`config.mk`:
```
export PLATFORM = sky130hd
export DESIGN_NAME = header_payload_document_parser_flat
export DESIGN_NICKNAME = d
export VERILOG_FILES = /design/src/design/hpdp_pkg.sv /design/src/design/hpdp_if.sv /design/src/design/header_payload_document_parser.sv /design/src/design/hpdp_front.sv /design/src/design/hpdp_queue.sv /design/src/design/hpdp_back.sv /design/src/flat_wrapper.sv
export VERILOG_INCLUDE_DIRS = /design/src /design/src/design
export SDC_FILE = /design/constraint.sdc
export NUM_CORES = 1
export LEC_CHECK = 0
export BUFFER_PORTS_ARGS = -buffer_cell sky130_fd_sc_hd__buf_2
export CAP_MARGIN = 20
export CELL_PAD_IN_SITES_DETAIL_PLACEMENT = 1
export CELL_PAD_IN_SITES_GLOBAL_PLACEMENT = 1
export CORE_ASPECT_RATIO = 1.4
export CORE_MARGIN = 2
export CORE_UTILIZATION = 40
export CTS_CLUSTER_DIAMETER = 150
export DETAILED_ROUTE_END_ITERATION = 10
export GPL_TIMING_DRIVEN = 0
export PLACE_DENSITY = 0.85
export SYNTH_ARGS = -nofsm -noshare
export SYNTH_HDL_FRONTEND = slang
export SYNTH_SLANG_ARGS = --single-unit
```
`constraint.sdc`:
```
create_clock -name clk -period 4.2 [get_ports clk]
set_input_delay 0.42 -clock clk [delete_from_list [all_inputs] [get_ports clk]]
set_output_delay 0.42 -clock clk [all_outputs]
set_load 0.01 [all_outputs]
```
`src/design/header_payload_document_parser_macros.svh`:
```
// Assertion macros for the header/payload document parser.
// Included by the top level; the NO_ASSERTIONS macro removes every check.
`ifndef HEADER_PAYLOAD_DOCUMENT_PARSER_MACROS_SVH
`define HEADER_PAYLOAD_DOCUMENT_PARSER_MACROS_SVH
`ifndef NO_ASSERTIONS
`define HPDP_ASSERT_IMP(label, ante, cons) \
	label: assert property (@(posedge clk) disable iff (!arst_n) (ante) |-> (cons)) \
		else $error("hpdp implication check failed");
`define HPDP_ASSERT_NEVER(label, cond) \
	label: assert property (@(posedge clk) disable iff (!arst_n) !(cond)) \
		else $error("hpdp forbidden condition seen");
`else
`define HPDP_ASSERT_IMP(label, ante, cons)
`define HPDP_ASSERT_NEVER(label, cond)
`endif
`endif

```
`src/design/hpdp_pkg.sv`:
```
// Shared types and constants of the header/payload document parser.
// Used by the front, queue and back modules and the top level.
`default_nettype none
package hpdp_pkg;

	localparam logic [7:0] CH_COLON = 8'h3A;
	localparam logic [7:0] CH_COMMA = 8'h2C;
	localparam logic [7:0] CH_STAR  = 8'h2A;
	localparam logic [7:0] CH_LINE  = 8'h0A;
	localparam logic [7:0] CH_ZERO  = 8'h00;

	localparam logic [7:0] CAP_RESET = 8'd16;

	localparam int ADDR_W = 2;
	localparam logic [ADDR_W-1:0] CFG_ADDR_CAP = '0;

	localparam int QDEPTH = 2;
	localparam int QPTR_W = (QDEPTH > 1) ? $clog2(QDEPTH) : 1;
	localparam int QCNT_W = $clog2(QDEPTH + 1);

	typedef enum logic [2:0] {
		PH_LEAD    = 3'd0,
		PH_NAME    = 3'd1,
		PH_STAR    = 3'd2,
		PH_COLON2  = 3'd3,
		PH_VALUE   = 3'd4,
		PH_PAYLOAD = 3'd5
	} phase_t;

	typedef enum logic [2:0] {
		CL_DELIM   = 3'd0,
		CL_NAME    = 3'd1,
		CL_VALUE   = 3'd2,
		CL_PAYLOAD = 3'd3,
		CL_IGNORED = 3'd4
	} byte_class_t;

	typedef enum logic [2:0] {
		ST_RUN     = 3'd0,
		ST_FIELD   = 3'd1,
		ST_PAYLOAD = 3'd2,
		ST_END     = 3'd3,
		ST_BADDEL  = 3'd4,
		ST_TOOMANY = 3'd5
	} status_t;

	typedef enum logic [2:0] {
		K_OTHER = 3'd0,
		K_ZERO  = 3'd1,
		K_COLON = 3'd2,
		K_COMMA = 3'd3,
		K_STAR  = 3'd4,
		K_LINE  = 3'd5
	} char_kind_t;

	typedef struct packed {
		logic [7:0] data;
		logic       first;
		char_kind_t kind;
	} entry_t;

	typedef struct packed {
		logic full;
		logic empty;
	} queue_stat_t;

endpackage
`default_nettype wire

```
`src/design/hpdp_if.sv`:
```
// Valid/ready channel interfaces for document bytes and classified results.
// Stand-alone; widths follow the byte and code formats of the parser.
`default_nettype none
interface hpdp_in_if;
	logic       valid;
	logic       ready;
	logic [7:0] data_byte;
	logic       first_byte;

	modport source(output valid, output data_byte, output first_byte, input ready);
	modport sink(input valid, input data_byte, input first_byte, output ready);
endinterface

interface hpdp_out_if;
	logic       valid;
	logic       ready;
	logic [7:0] byte_out;
	logic [2:0] byte_class;
	logic [7:0] field_index;
	logic [2:0] status;

	modport source(output valid, output byte_out, output byte_class, output field_index,
		output status, input ready);
	modport sink(input valid, input byte_out, input byte_class, input field_index,
		input status, output ready);
endinterface
`default_nettype wire

```
`src/design/header_payload_document_parser.sv`:
```
// Top level of the header/payload document parser: configuration port and assembly.
// Depends on hpdp_pkg, hpdp_if, hpdp_front, hpdp_queue, hpdp_back and the macros header.
//
// Channel   Direction  Transaction
// in_ch     sink       one document byte with its first_byte flag
// out_ch    source     echoed byte, class, field index and status
// APB       slave      field_capacity at byte address 0
//
// One transaction is accepted per cycle and one result delivered per cycle when
// out_ch is ready; a result is registered first by the two-entry queue write and
// then by the back end result register.
// Reset clears the parse state and the queue and sets field_capacity to 16.
// A stall on out_ch fills the queue, after which in_ch.ready drops.
`default_nettype none
`include "header_payload_document_parser_macros.svh"
module header_payload_document_parser (
	input  logic                          clk,
	input  logic                          arst_n,
	hpdp_in_if.sink                       in_ch,
	hpdp_out_if.source                    out_ch,
	input  logic                          psel,
	input  logic                          penable,
	input  logic                          pwrite,
	input  logic [hpdp_pkg::ADDR_W-1:0]   paddr,
	input  logic [31:0]                   pwdata,
	output logic [31:0]                   prdata,
	output logic                          pready
);

	logic [7:0]            cap_q;
	logic                  push;
	logic                  pop;
	hpdp_pkg::entry_t      push_entry;
	hpdp_pkg::entry_t      pop_entry;
	hpdp_pkg::queue_stat_t q_stat;

	assign pready = 1'b1;

	always_ff @(posedge clk or negedge arst_n) begin
		if (!arst_n) begin
			cap_q <= hpdp_pkg::CAP_RESET;
		end else if (psel && penable && pwrite && paddr == hpdp_pkg::CFG_ADDR_CAP) begin
			cap_q <= pwdata[7:0];
		end
	end

	assign prdata = (paddr == hpdp_pkg::CFG_ADDR_CAP) ? {24'd0, cap_q} : 32'd0;

	hpdp_front u_front (
		.in_ch      (in_ch),
		.q_stat     (q_stat),
		.push       (push),
		.push_entry (push_entry)
	);

	hpdp_queue u_queue (
		.clk        (clk),
		.arst_n     (arst_n),
		.push       (push),
		.push_entry (push_entry),
		.pop        (pop),
		.pop_entry  (pop_entry),
		.stat       (q_stat)
	);

	hpdp_back u_back (
		.clk            (clk),
		.arst_n         (arst_n),
		.field_capacity (cap_q),
		.entry          (pop_entry),
		.q_stat         (q_stat),
		.pop            (pop),
		.out_ch         (out_ch)
	);

	`HPDP_ASSERT_NEVER(a_pop_when_empty, pop && q_stat.empty)
	`HPDP_ASSERT_IMP(a_error_is_ignored,
		out_ch.valid && (out_ch.status == hpdp_pkg::ST_END ||
		out_ch.status == hpdp_pkg::ST_BADDEL || out_ch.status == hpdp_pkg::ST_TOOMANY),
		out_ch.byte_class == hpdp_pkg::CL_IGNORED)
	`HPDP_ASSERT_IMP(a_marker_is_delim,
		out_ch.valid && (out_ch.status == hpdp_pkg::ST_FIELD ||
		out_ch.status == hpdp_pkg::ST_PAYLOAD),
		out_ch.byte_class == hpdp_pkg::CL_DELIM)

endmodule
`default_nettype wire

```
`src/design/hpdp_front.sv`:
```
// Front end: accepts document bytes and decodes each into a character kind.
// Depends on hpdp_pkg and hpdp_in_if; feeds hpdp_queue.
`default_nettype none
module hpdp_front (
	hpdp_in_if.sink              in_ch,
	input  hpdp_pkg::queue_stat_t q_stat,
	output logic                 push,
	output hpdp_pkg::entry_t     push_entry
);

	hpdp_pkg::char_kind_t kind;

	always_comb begin
		unique case (in_ch.data_byte)
			hpdp_pkg::CH_ZERO:  kind = hpdp_pkg::K_ZERO;
			hpdp_pkg::CH_COLON: kind = hpdp_pkg::K_COLON;
			hpdp_pkg::CH_COMMA: kind = hpdp_pkg::K_COMMA;
			hpdp_pkg::CH_STAR:  kind = hpdp_pkg::K_STAR;
			hpdp_pkg::CH_LINE:  kind = hpdp_pkg::K_LINE;
			default:            kind = hpdp_pkg::K_OTHER;
		endcase
	end

	assign in_ch.ready      = !q_stat.full;
	assign push             = in_ch.valid && !q_stat.full;
	assign push_entry.data  = in_ch.data_byte;
	assign push_entry.first = in_ch.first_byte;
	assign push_entry.kind  = kind;

endmodule
`default_nettype wire

```
`src/design/hpdp_queue.sv`:
```
// Short queue of decoded bytes between the front end and the parsing back end.
// Depends on hpdp_pkg for the entry type and depth.
`default_nettype none
module hpdp_queue (
	input  logic                  clk,
	input  logic                  arst_n,
	input  logic                  push,
	input  hpdp_pkg::entry_t      push_entry,
	input  logic                  pop,
	output hpdp_pkg::entry_t      pop_entry,
	output hpdp_pkg::queue_stat_t stat
);

	hpdp_pkg::entry_t                  mem_q [hpdp_pkg::QDEPTH];
	logic [hpdp_pkg::QPTR_W-1:0]       wr_ptr_q;
	logic [hpdp_pkg::QPTR_W-1:0]       rd_ptr_q;
	logic [hpdp_pkg::QCNT_W-1:0]       cnt_q;

	localparam logic [hpdp_pkg::QPTR_W-1:0] PTR_LAST = hpdp_pkg::QPTR_W'(hpdp_pkg::QDEPTH - 1);
	localparam logic [hpdp_pkg::QCNT_W-1:0] CNT_FULL = hpdp_pkg::QCNT_W'(hpdp_pkg::QDEPTH);

	always_ff @(posedge clk) begin
		if (push) begin
			mem_q[wr_ptr_q] <= push_entry;
		end
	end

	always_ff @(posedge clk or negedge arst_n) begin
		if (!arst_n) begin
			wr_ptr_q <= '0;
			rd_ptr_q <= '0;
			cnt_q    <= '0;
		end else begin
			if (push) begin
				wr_ptr_q <= (wr_ptr_q == PTR_LAST) ? '0 : wr_ptr_q + 1'b1;
			end
			if (pop) begin
				rd_ptr_q <= (rd_ptr_q == PTR_LAST) ? '0 : rd_ptr_q + 1'b1;
			end
			unique case ({push, pop})
				2'b10:   cnt_q <= cnt_q + 1'b1;
				2'b01:   cnt_q <= cnt_q - 1'b1;
				default: cnt_q <= cnt_q;
			endcase
		end
	end

	assign pop_entry  = mem_q[rd_ptr_q];
	assign stat.full  = (cnt_q == CNT_FULL);
	assign stat.empty = (cnt_q == '0);

endmodule
`default_nettype wire

```
`src/design/hpdp_back.sv`:
```
// Back end: runs the document state machine on queued bytes and registers results.
// Depends on hpdp_pkg, hpdp_out_if and the entries delivered by hpdp_queue.
`default_nettype none
module hpdp_back (
	input  logic                  clk,
	input  logic                  arst_n,
	input  logic [7:0]            field_capacity,
	input  hpdp_pkg::entry_t      entry,
	input  hpdp_pkg::queue_stat_t q_stat,
	output logic                  pop,
	hpdp_out_if.source            out_ch
);

	hpdp_pkg::phase_t      phase_q;
	logic [7:0]            fields_q;
	logic                  fin_q;

	hpdp_pkg::phase_t      phase_e;
	logic [7:0]            fields_e;
	logic                  fin_e;

	hpdp_pkg::phase_t      phase_n;
	logic [7:0]            fields_n;
	logic                  fin_n;

	hpdp_pkg::byte_class_t cls;
	hpdp_pkg::status_t     st;
	logic                  err;

	logic                  out_valid_q;
	logic [7:0]            out_byte_q;
	hpdp_pkg::byte_class_t out_class_q;
	logic [7:0]            out_index_q;
	hpdp_pkg::status_t     out_status_q;

	assign pop = !q_stat.empty && (!out_valid_q || out_ch.ready);

	always_comb begin
		phase_e  = entry.first ? hpdp_pkg::PH_LEAD : phase_q;
		fields_e = entry.first ? 8'd0 : fields_q;
		fin_e    = entry.first ? 1'b0 : fin_q;
	end

	always_comb begin
		cls = hpdp_pkg::CL_IGNORED;
		st  = hpdp_pkg::ST_RUN;
		if (!fin_e) begin
			unique case (phase_e)
				hpdp_pkg::PH_NAME: begin
					priority if (entry.kind == hpdp_pkg::K_ZERO) st = hpdp_pkg::ST_END;
					else if (entry.kind == hpdp_pkg::K_COLON) cls = hpdp_pkg::CL_DELIM;
					else if (entry.kind == hpdp_pkg::K_COMMA) cls = hpdp_pkg::CL_DELIM;
					else cls = hpdp_pkg::CL_NAME;
				end
				hpdp_pkg::PH_STAR: begin
					priority if (entry.kind == hpdp_pkg::K_ZERO) st = hpdp_pkg::ST_END;
					else if (entry.kind == hpdp_pkg::K_STAR) cls = hpdp_pkg::CL_DELIM;
					else st = hpdp_pkg::ST_BADDEL;
				end
				hpdp_pkg::PH_COLON2: begin
					priority if (entry.kind == hpdp_pkg::K_ZERO) st = hpdp_pkg::ST_END;
					else if (entry.kind == hpdp_pkg::K_COLON) begin
						cls = hpdp_pkg::CL_DELIM;
						st  = hpdp_pkg::ST_PAYLOAD;
					end else st = hpdp_pkg::ST_BADDEL;
				end
				hpdp_pkg::PH_VALUE: begin
					if (entry.kind == hpdp_pkg::K_ZERO || entry.kind == hpdp_pkg::K_LINE) begin
						priority if (fields_e >= field_capacity) st = hpdp_pkg::ST_TOOMANY;
						else if (entry.kind == hpdp_pkg::K_ZERO) st = hpdp_pkg::ST_END;
						else begin
							cls = hpdp_pkg::CL_DELIM;
							st  = hpdp_pkg::ST_FIELD;
						end
					end else begin
						cls = hpdp_pkg::CL_VALUE;
					end
				end
				hpdp_pkg::PH_PAYLOAD: begin
					if (entry.kind != hpdp_pkg::K_ZERO) cls = hpdp_pkg::CL_PAYLOAD;
				end
				default: begin
					priority if (entry.kind == hpdp_pkg::K_ZERO) st = hpdp_pkg::ST_END;
					else if (entry.kind == hpdp_pkg::K_COLON) cls = hpdp_pkg::CL_DELIM;
					else st = hpdp_pkg::ST_BADDEL;
				end
			endcase
			if (st == hpdp_pkg::ST_END || st == hpdp_pkg::ST_BADDEL ||
				st == hpdp_pkg::ST_TOOMANY) cls = hpdp_pkg::CL_IGNORED;
		end
	end

	assign err = (st == hpdp_pkg::ST_END) || (st == hpdp_pkg::ST_BADDEL) ||
		(st == hpdp_pkg::ST_TOOMANY);

	always_comb begin
		phase_n  = phase_e;
		fields_n = fields_e;
		fin_n    = fin_e;
		if (!fin_e) begin
			if (err) begin
				fin_n = 1'b1;
			end else begin
				unique case (phase_e)
					hpdp_pkg::PH_NAME: begin
						if (entry.kind == hpdp_pkg::K_COLON) phase_n = hpdp_pkg::PH_VALUE;
						if (entry.kind == hpdp_pkg::K_COMMA) phase_n = hpdp_pkg::PH_STAR;
					end
					hpdp_pkg::PH_STAR:   phase_n = hpdp_pkg::PH_COLON2;
					hpdp_pkg::PH_COLON2: phase_n = hpdp_pkg::PH_PAYLOAD;
					hpdp_pkg::PH_VALUE: begin
						if (st == hpdp_pkg::ST_FIELD) begin
							fields_n = fields_e + 8'd1;
							phase_n  = hpdp_pkg::PH_LEAD;
						end
					end
					hpdp_pkg::PH_PAYLOAD: begin
						if (entry.kind == hpdp_pkg::K_ZERO) fin_n = 1'b1;
					end
					default: phase_n = hpdp_pkg::PH_NAME;
				endcase
			end
		end
	end

	always_ff @(posedge clk or negedge arst_n) begin
		if (!arst_n) begin
			phase_q     <= hpdp_pkg::PH_LEAD;
			fields_q    <= '0;
			fin_q       <= 1'b0;
			out_valid_q <= 1'b0;
		end else begin
			if (pop) begin
				phase_q  <= phase_n;
				fields_q <= fields_n;
				fin_q    <= fin_n;
			end
			if (pop) begin
				out_valid_q <= 1'b1;
			end else if (out_ch.ready) begin
				out_valid_q <= 1'b0;
			end
		end
	end

	always_ff @(posedge clk) begin
		if (pop) begin
			out_byte_q   <= entry.data;
			out_class_q  <= cls;
			out_index_q  <= fields_e;
			out_status_q <= st;
		end
	end

	assign out_ch.valid       = out_valid_q;
	assign out_ch.byte_out    = out_byte_q;
	assign out_ch.byte_class  = out_class_q;
	assign out_ch.field_index = out_index_q;
	assign out_ch.status      = out_status_q;

endmodule
`default_nettype wire
```
`src/flat_wrapper.sv`:
```
// flat-port wrapper written by rule: the top's interface ports become plain ports
module header_payload_document_parser_flat 
  (clk, arst_n, psel, penable, pwrite, paddr, pwdata, prdata, pready, in_ch_valid, in_ch_data_byte, in_ch_first_byte, in_ch_ready, out_ch_valid, out_ch_byte_out, out_ch_byte_class, out_ch_field_index, out_ch_status, out_ch_ready);
  hpdp_in_if in_ch_i ();
  hpdp_out_if out_ch_i ();
  input  logic clk;
  input  logic arst_n;
  input  logic psel;
  input  logic penable;
  input  logic pwrite;
  input  logic [hpdp_pkg::ADDR_W-1:0] paddr;
  input  logic [31:0] pwdata;
  output logic [31:0] prdata;
  output logic pready;
  input wire logic [$bits(in_ch_i.valid)-1:0] in_ch_valid;
  input wire logic [$bits(in_ch_i.data_byte)-1:0] in_ch_data_byte;
  input wire logic [$bits(in_ch_i.first_byte)-1:0] in_ch_first_byte;
  output wire logic [$bits(in_ch_i.ready)-1:0] in_ch_ready;
  output wire logic [$bits(out_ch_i.valid)-1:0] out_ch_valid;
  output wire logic [$bits(out_ch_i.byte_out)-1:0] out_ch_byte_out;
  output wire logic [$bits(out_ch_i.byte_class)-1:0] out_ch_byte_class;
  output wire logic [$bits(out_ch_i.field_index)-1:0] out_ch_field_index;
  output wire logic [$bits(out_ch_i.status)-1:0] out_ch_status;
  input wire logic [$bits(out_ch_i.ready)-1:0] out_ch_ready;
  assign in_ch_i.valid = in_ch_valid;
  assign in_ch_i.data_byte = in_ch_data_byte;
  assign in_ch_i.first_byte = in_ch_first_byte;
  assign in_ch_ready = in_ch_i.ready;
  assign out_ch_valid = out_ch_i.valid;
  assign out_ch_byte_out = out_ch_i.byte_out;
  assign out_ch_byte_class = out_ch_i.byte_class;
  assign out_ch_field_index = out_ch_i.field_index;
  assign out_ch_status = out_ch_i.status;
  assign out_ch_i.ready = out_ch_ready;
  header_payload_document_parser u_core (.clk(clk), .arst_n(arst_n), .in_ch(in_ch_i), .out_ch(out_ch_i), .psel(psel), .penable(penable), .pwrite(pwrite), .paddr(paddr), .pwdata(pwdata), .prdata(prdata), .pready(pready));
endmodule
```
== Yosys cells after proc, flatten, opt, wreduce, memory -nomap -nowiden ==
Memories as Yosys holds them, arrays and structs flattened.
Cells that the tools add are included.

* Register bits after elaboration: 47
* RAM bits: 24
* Bits of input ports: 50
* Output and inout bits: 57
* Memories kept: 1

{| class="wikitable"
|+ Memory list
! memory !! depth !! width !! read ports !! clocked after memory_dff !! wr ports !! line !! text
|-
| u_core.u_queue.mem_q || 2 || 12 || 1 || 0 || 1 || hpdp_queue.sv:14 || <nowiki>hpdp_pkg::entry_t mem_q [hpdp_pkg::QDEPTH];</nowiki>
|}

* Add/subtract/negate cells: 5
* Magnitude comparators: 1
* Eq/ne operators: 25
* Multiplexer cells: 49
* Reductions and logical operators: 20

{| class="wikitable"
|+ Operators by type and width
! kind !! number
|-
| $mux 3 || 23
|-
| $mux 8 || 6
|-
| $pmux 3 s5 || 3
|-
| $eq 3x3->1 const B || 8
|-
| $eq 8x6->1 const B || 3
|-
| $eq 3x2->1 const B || 6
|-
| $mux 1 || 13
|-
| $pmux 3 s4 || 1
|-
| $eq 3x1->1 const B || 3
|-
| $add 8x1->8 const B || 1
|-
| $eq 8x4->1 const B || 1
|-
| $ge 8x8->1 || 1
|-
| $logic_not 8->1 || 1
|-
| $logic_or 1x1->1 || 6
|-
| $logic_and 1x1->1 || 5
|-
| $eq 2x2->1 const B || 2
|-
| $logic_not 2->1 || 2
|-
| $mux 2 || 2
|-
| $pmux 2 s2 || 1
|-
| $reduce_bool 2->1 || 2
|-
| $logic_not 1->1 || 3
|-
| $ne 3x1->1 const B || 1
|-
| $add 1x1->1 const B || 2
|-
| $add 2x1->2 const B || 1
|-
| other kinds (3) || 3
|}

== Longest topological paths before layout ==
An unclocked memory read counts as a cell.

* Depth in word-level cells: 13
* Mapped depth: 14

== Modules after synthesis ==
From an unflattened synthesis, not the netlist that was laid out.

* Cells, all modules: 324
* Area total of the unflattened synthesis: 3,832.4 um^2

{| class="wikitable"
|+ Modules (own cells, without submodules)
! module !! instances !! cells each !! area each (um^2)
|-
| hpdp_back || 1 || 196 || 2,029.4
|-
| hpdp_queue || 1 || 53 || 1,053.5
|-
| header_payload_document_parser || 1 || 53 || 579.3
|-
| hpdp_front || 1 || 22 || 170.2
|}

== Least setup slack after synthesis ==
No wires, ideal clock.

* Path kind: register to register
* Start: register u_core.u_queue.rd_ptr_q
* End: register u_core.u_back.fin_q
* Data arrival time: 2,886 ps
* Slack: 1,189 ps
* Cell stages (with the launch flop): 14
* Buffers on the path: 3
* Period minus slack after synthesis: 3,011 ps
* Path through: dfrtp_1 -> buf_6 -> mux2i_1 -> buf_4 -> clkbuf_1 -> and2_1 -> ha_1 -> a21o_1 -> a21oi_1 -> o211a_1 -> a21o_1 -> nand4_4 -> or3_4 -> mux2_4

* Cells in the longest elaborated chain, start to end: 13
* Elaborated cells on any way between the ends: 37

{| class="wikitable"
|+ RTL lines
! element !! line !! text
|-
| from (decl) || hpdp_queue.sv:16 || <nowiki>logic [hpdp_pkg::QPTR_W-1:0] rd_ptr_q;</nowiki>
|-
| from (signal assigned) || hpdp_queue.sv:38 || <nowiki>rd_ptr_q <= (rd_ptr_q == PTR_LAST) ? '0 : rd_ptr_q + 1'b1;</nowiki>
|-
| $mem_v2 2x12 (*) || -- ||
|-
| $mux 8 (*) || hpdp_back.sv:40 || <nowiki>fields_e = entry.first ? 8'd0 : fields_q;</nowiki>
|-
| net u_core.u_back.fields_e[6] || hpdp_back.sv:19 || <nowiki>logic [7:0] fields_e;</nowiki>
|-
| $ge 8x8->1 (*) || hpdp_back.sv:69 || <nowiki>priority if (fields_e >= field_capacity) st = hpdp_pkg::ST_TOOMANY;</nowiki>
|-
| $mux 3 (*) || hpdp_back.sv:69 ||
|-
| $mux 3 (*) || hpdp_back.sv:68 || <nowiki>if (entry.kind == hpdp_pkg::K_ZERO || entry.kind == hpdp_pkg::K_LINE) begin</nowiki>
|-
| $pmux 3 s5 (*) || hpdp_back.sv:48 || <nowiki>unique case (phase_e)</nowiki>
|-
| $mux 3 (*) (2 in a row) || hpdp_back.sv:47 || <nowiki>if (!fin_e) begin</nowiki>
|-
| $eq 3x2->1 or $eq 3x3->1 (tied branches) || hpdp_back.sv:93 || <nowiki>assign err = (st == hpdp_pkg::ST_END) || (st == hpdp_pkg::ST_BADDEL) ||</nowiki>
|-
| $logic_or 1x1->1 || hpdp_back.sv:93 ||
|-
| $logic_or 1x1->1 (*) || hpdp_back.sv:93 ||
|-
| $mux 1 (*) || hpdp_back.sv:101 || <nowiki>if (err) begin</nowiki>
|-
| $mux 1 (*) || hpdp_back.sv:100 || <nowiki>if (!fin_e) begin</nowiki>
|-
| to (signal assigned) || hpdp_back.sv:136 || <nowiki>fin_q <= fin_n;</nowiki>
|-
| to (decl) || hpdp_back.sv:16 || <nowiki>logic fin_q;</nowiki>
|}

The timed path passes the listed nets; every way through them passes the cells marked *. The select of a mux whose other input is x is not followed.
A chain may end at the register's enable or synchronous reset.

== Final worst setup path ==
* Start: register u_core.u_queue.rd_ptr_q
* End: register u_core.u_back.out_class_q[0] (netlist: u_core.u_back.out_ch.byte_class[0]), data pin

* Cells in the longest elaborated chain, start to end: 11
* Elaborated cells on any way between the ends: 44

{| class="wikitable"
|+ RTL lines
! element !! line !! text
|-
| $mem_v2 2x12 (*) || -- ||
|-
| $mux 8 (*) || hpdp_back.sv:40 ||
|-
| net u_core.u_back.fields_e[6] || hpdp_back.sv:19 ||
|-
| $ge 8x8->1 (*) || hpdp_back.sv:69 ||
|-
| $mux 3 || hpdp_back.sv:69 ||
|-
| $mux 3 || hpdp_back.sv:68 ||
|-
| $pmux 3 s5 || hpdp_back.sv:48 ||
|-
| $mux 3 || hpdp_back.sv:47 ||
|-
| $eq 3x2->1 or $eq 3x3->1 (tied branches) || hpdp_back.sv:88 || <nowiki>if (st == hpdp_pkg::ST_END || st == hpdp_pkg::ST_BADDEL ||</nowiki>
|-
| $logic_or 1x1->1 (2 in a row) || hpdp_back.sv:88 ||
|-
| $reduce_or 2->1 (no source line) || -- ||
|-
| to (signal assigned) || hpdp_back.sv:149 || <nowiki>out_class_q <= cls;</nowiki>
|-
| to (decl) || hpdp_back.sv:32 || <nowiki>hpdp_pkg::byte_class_t out_class_q;</nowiki>
|}

Marked as above.

==> run_results.csv <==
group,metric,value,unit
sta,slew_violations,0,
setup_path,start_kind,"flop",
sta,skew,0.009221,ns
clocking,clock-root-buffer,"clkbuf_16",
place,place_area,4106,um2
power,p_comb_frac,0.346,
sta,fin_setup_tns,0,ns
global_routing,grt_max_degree,26,
synthesis,yosys.area.top_type,"edfxtp_1",
sta,max_freq,0.2690,GHz
setup_path,crit_path_frequent_cell,"a21o_1",
clocking,numCtsBuffers,9,
floorplanning,num_io_pins,107,
cells_and_area,area_growth,22.90,%
setup_path,crit_type,"flop to flop",
synthesis,synth_area_leaders,"edfxtp_1 38%, dfrtp_1 17%, buf_4 5.6%, mux2_2 5.3%, ha_1 3.1%",
sta,slew_headroom,0.5589,
global_routing,grt_pass1_wl,13210,um
global_routing,grt_pass1_vias,2743,
power,seqPwrFrac,0.388,
setup_path,max_stage_delay,0.44,ns
routing,viasPerCell,4.982,
setup_path,reg2reg_slack,0.48,ns
clocking,postCtsResizedCells,0,
floorplanning,dieHeight,116.3,um
routing,remaining_drc_errors,0,
routing,routed_wirelength,8215,um
job,drv_cap,0,
global_routing,antenna_found_initial,0,
power,p_total,2.820,mW
power,p_switching,957.8,uW
routing,vias,2546,
power,p_per_area,637.2,nW/um2
place,placed_cells,493,
power,power.clock.fraction,0.266,
cells_and_area,nets,458,
cells_and_area,diodes,0,
power,switching_share,0.3396,
sta,hold_viol_final,0,
sta,period_needed,3.717,ns
place,gp_congestion,0.7689,
cells_and_area,final_util,0.4987,
clocking,postCtsSetupBuffers,0,
synthesis,yosys_register_bits,71,
power,leakagePower,1.949,nW
place,hpwl,5950,um
synthesis,yosys_warnings,0,
power,peakVddDrop,362.9,uV
floorplanning,die_w,84.19,um
synthesis,synth_commonest_cells,"46 x edfxtp_1, 27 x buf_4, 27 x nand2_1",
clocking,clock-sinks,71,
synthesis,synth_area,3601,um2
setup_path,critPathBufInv,3,
global_routing,grt.overflow.total,0,
status,outcome,"completed",
routing,ant_nets,0,
setup_path,path_cells,"buf_6, mux2i_1, buf_4, clkbuf_1, and2_1, ha_1, a21o_1, a21oi_1, o211a_1, a21o_1, nand4_4, or3_4, a211oi_2",
setup_path,slowest_stage,"or3_4",
synthesis,synth-main-ff-cell,"edfxtp_1",
clocking,htree_levels,3,
setup_path,path_max_fanout,10,
clocking,cts_tree,"done",
setup_path,r2r.worst_path.cells,13,
routing,drt_first_pass_iters,4,
clocking,clk_pin_slew,0.06,ns
synthesis,synth_top_area_share,0.3836,
synthesis,synth_cells,306,
synthesis,ys_types,55,
cells_and_area,layout.cells.non_filler,511,
place,port_buffers,57,
setup_path,critPathRequiredTime,4.34,ns
setup_path,critPathTopFamily,"compound AO/OA/AOI/OAI gates",
synthesis,synth.avg_cell_area,11.77,um2
sta,setup_viol,0,
sta,worstMarginPinSlew,0.6572,ns
sta,rsz0062_at_grt,"false",
routing,drt-initial-drc-count,75,
clocking,cts.path.max_buffers,2,
clocking,hold_buffers,0,
global_routing,grt_use_total,0.1751,
synthesis,seq_area_frac_synth,0.5577,
synthesis,postSynth.asyncResetShare,0.3521,
sta,min_period_over_period,0.8850,
floorplanning,rows,41,
power,internal_power,1.862,mW
floorplanning,initial_core_util,0.4058,
setup_path,crit_path_end_kind,"flop",
setup_path,r2r_end,"u_core.u_back.out_ch.byte_class[0]$_SDFFCE_PP0P_",
cells_and_area,drive_gt1_frac,0.3267,
setup_path,cp.arrival,3.86,ns
setup_path,r2r_start,"u_core.u_queue.rd_ptr_q$_DFFE_PN0P_",
synthesis,synth_edf_count,46,
floorplanning,core_area,8875,um2
floorplanning,die-area,9788,um2
clocking,clk_latency,0.33,ns
min_path,hold_class,"input port to async pin",
synthesis,yosysMostFrequentCell,"edfxtp_1",
routing,routedWlPerCell,16.08,um
cells_and_area,design_area,4425,um2
per-layer routing:
metal / routed length (um) / track usage / up-vias
li1: - / - / 1222
met1: 3005 / 0.1819 / 1233
met2: 4640 / 0.3302 / 78
met3: 380 / 0.03958 / 13
met4: 189 / 0.08710 / 0
met5: 0 / 0 / -
power groups by stage:
stage	Combinational, mW	Sequential [mW]	Clock, mW
floorplan	0.618	1.13	0
global placement	0.912	1.10	0
detailed placement	0.957	1.11	0
CTS	0.969	1.10	0.765
global route	1.08	1.12	0.792
finish	0.975	1.09	0.750
layout by cell type, fill, tap and decap left out, drive strengths merged, types with 4 or more instances in the layout:
cell,n
buf,89
nand2,28
nand3,9
nor2,17
xnor2,5
edfxtp,46
nand4,6
nor3,13
and2,11
nand2b,4
nor3b,4
clkbuf,14
a21oi,7
ha,9
mux2,19
xor2,7
conb,25
nor2b,7
inv,16
dfrtp,24
kinds of logic after synthesis:
kind of cell,synth area share
and+or+nand+nor,0.1637
DFF,0.5577
buffers and inverters,0.08269
AOI/OAI and AO/OA,0.06463
muxes,0.06880
xor gates and xnor gates,0.02919
adders and majority gates,0.03127
other,0.002086
layout make-up:
type | count | area [um2]
tap | 107 | 133.9
multi-input combinational | 208 | 1381
inverter | 15 | 56.30
clock buffer | 9 | 225.2
sequential | 71 | 2008
buffer | 35 | 241.5
clock inverter | 7 | 71.32
timing repair buffer | 59 | 307.8
fill | 985 | 4449
flip-flops by register name (all words and copies together), names as in the netlist:
signal                            count
u_core.u_back.phase_q                 3
u_core.u_back.out_ch.byte_class       3
u_core.u_back.fields_q                8
u_core.u_back.out_ch.status           3
u_core.u_back.out_ch.valid            1
u_core.u_queue.mem_q                 24
u_core.u_back.fin_q                   1
u_core.u_queue.wr_ptr_q               1
u_core.cap_q                          8
u_core.u_back.out_ch.field_index      8
u_core.u_back.out_ch.byte_out         8
u_core.u_queue.cnt_q                  2
u_core.u_queue.rd_ptr_q               1
through the flow:
stage,setup WS [ns],hold WS [ns]
global route,0.2566,0.1300
finish,0.4832,0.07971
global placement,0.5606,0.4503
floorplan,1.189,0.1244
detailed placement,0.4831,0.4616
CTS,0.4335,0.1011
how the worst max path moves through the flow:
stage | slack [ns] | endpoint | startpoint | depth (start not counted)
after global placement | 0.56 | u_core.u_back.out_ch.byte_class[0]$_SDFFCE_PP0P_ | u_core.u_queue.rd_ptr_q$_DFFE_PN0P_ | 13
after detailed placement | 0.48 | u_core.u_back.out_ch.byte_class[0]$_SDFFCE_PP0P_ | u_core.u_queue.rd_ptr_q$_DFFE_PN0P_ | 13
after global routing | 0.26 | u_core.u_back.out_ch.byte_class[0]$_SDFFCE_PP0P_ | u_core.u_queue.rd_ptr_q$_DFFE_PN0P_ | 13
after floorplan | 1.19 | u_core.u_back.fin_q$_DFFE_PN0P_ | u_core.u_queue.rd_ptr_q$_DFFE_PN0P_ | 13
final | 0.48 | u_core.u_back.out_ch.byte_class[0]$_SDFFCE_PP0P_ | u_core.u_queue.rd_ptr_q$_DFFE_PN0P_ | 13
after CTS | 0.43 | u_core.u_back.out_ch.byte_class[0]$_SDFFCE_PP0P_ | u_core.u_queue.rd_ptr_q$_DFFE_PN0P_ | 13
Power figures use the tool's default switching activity.
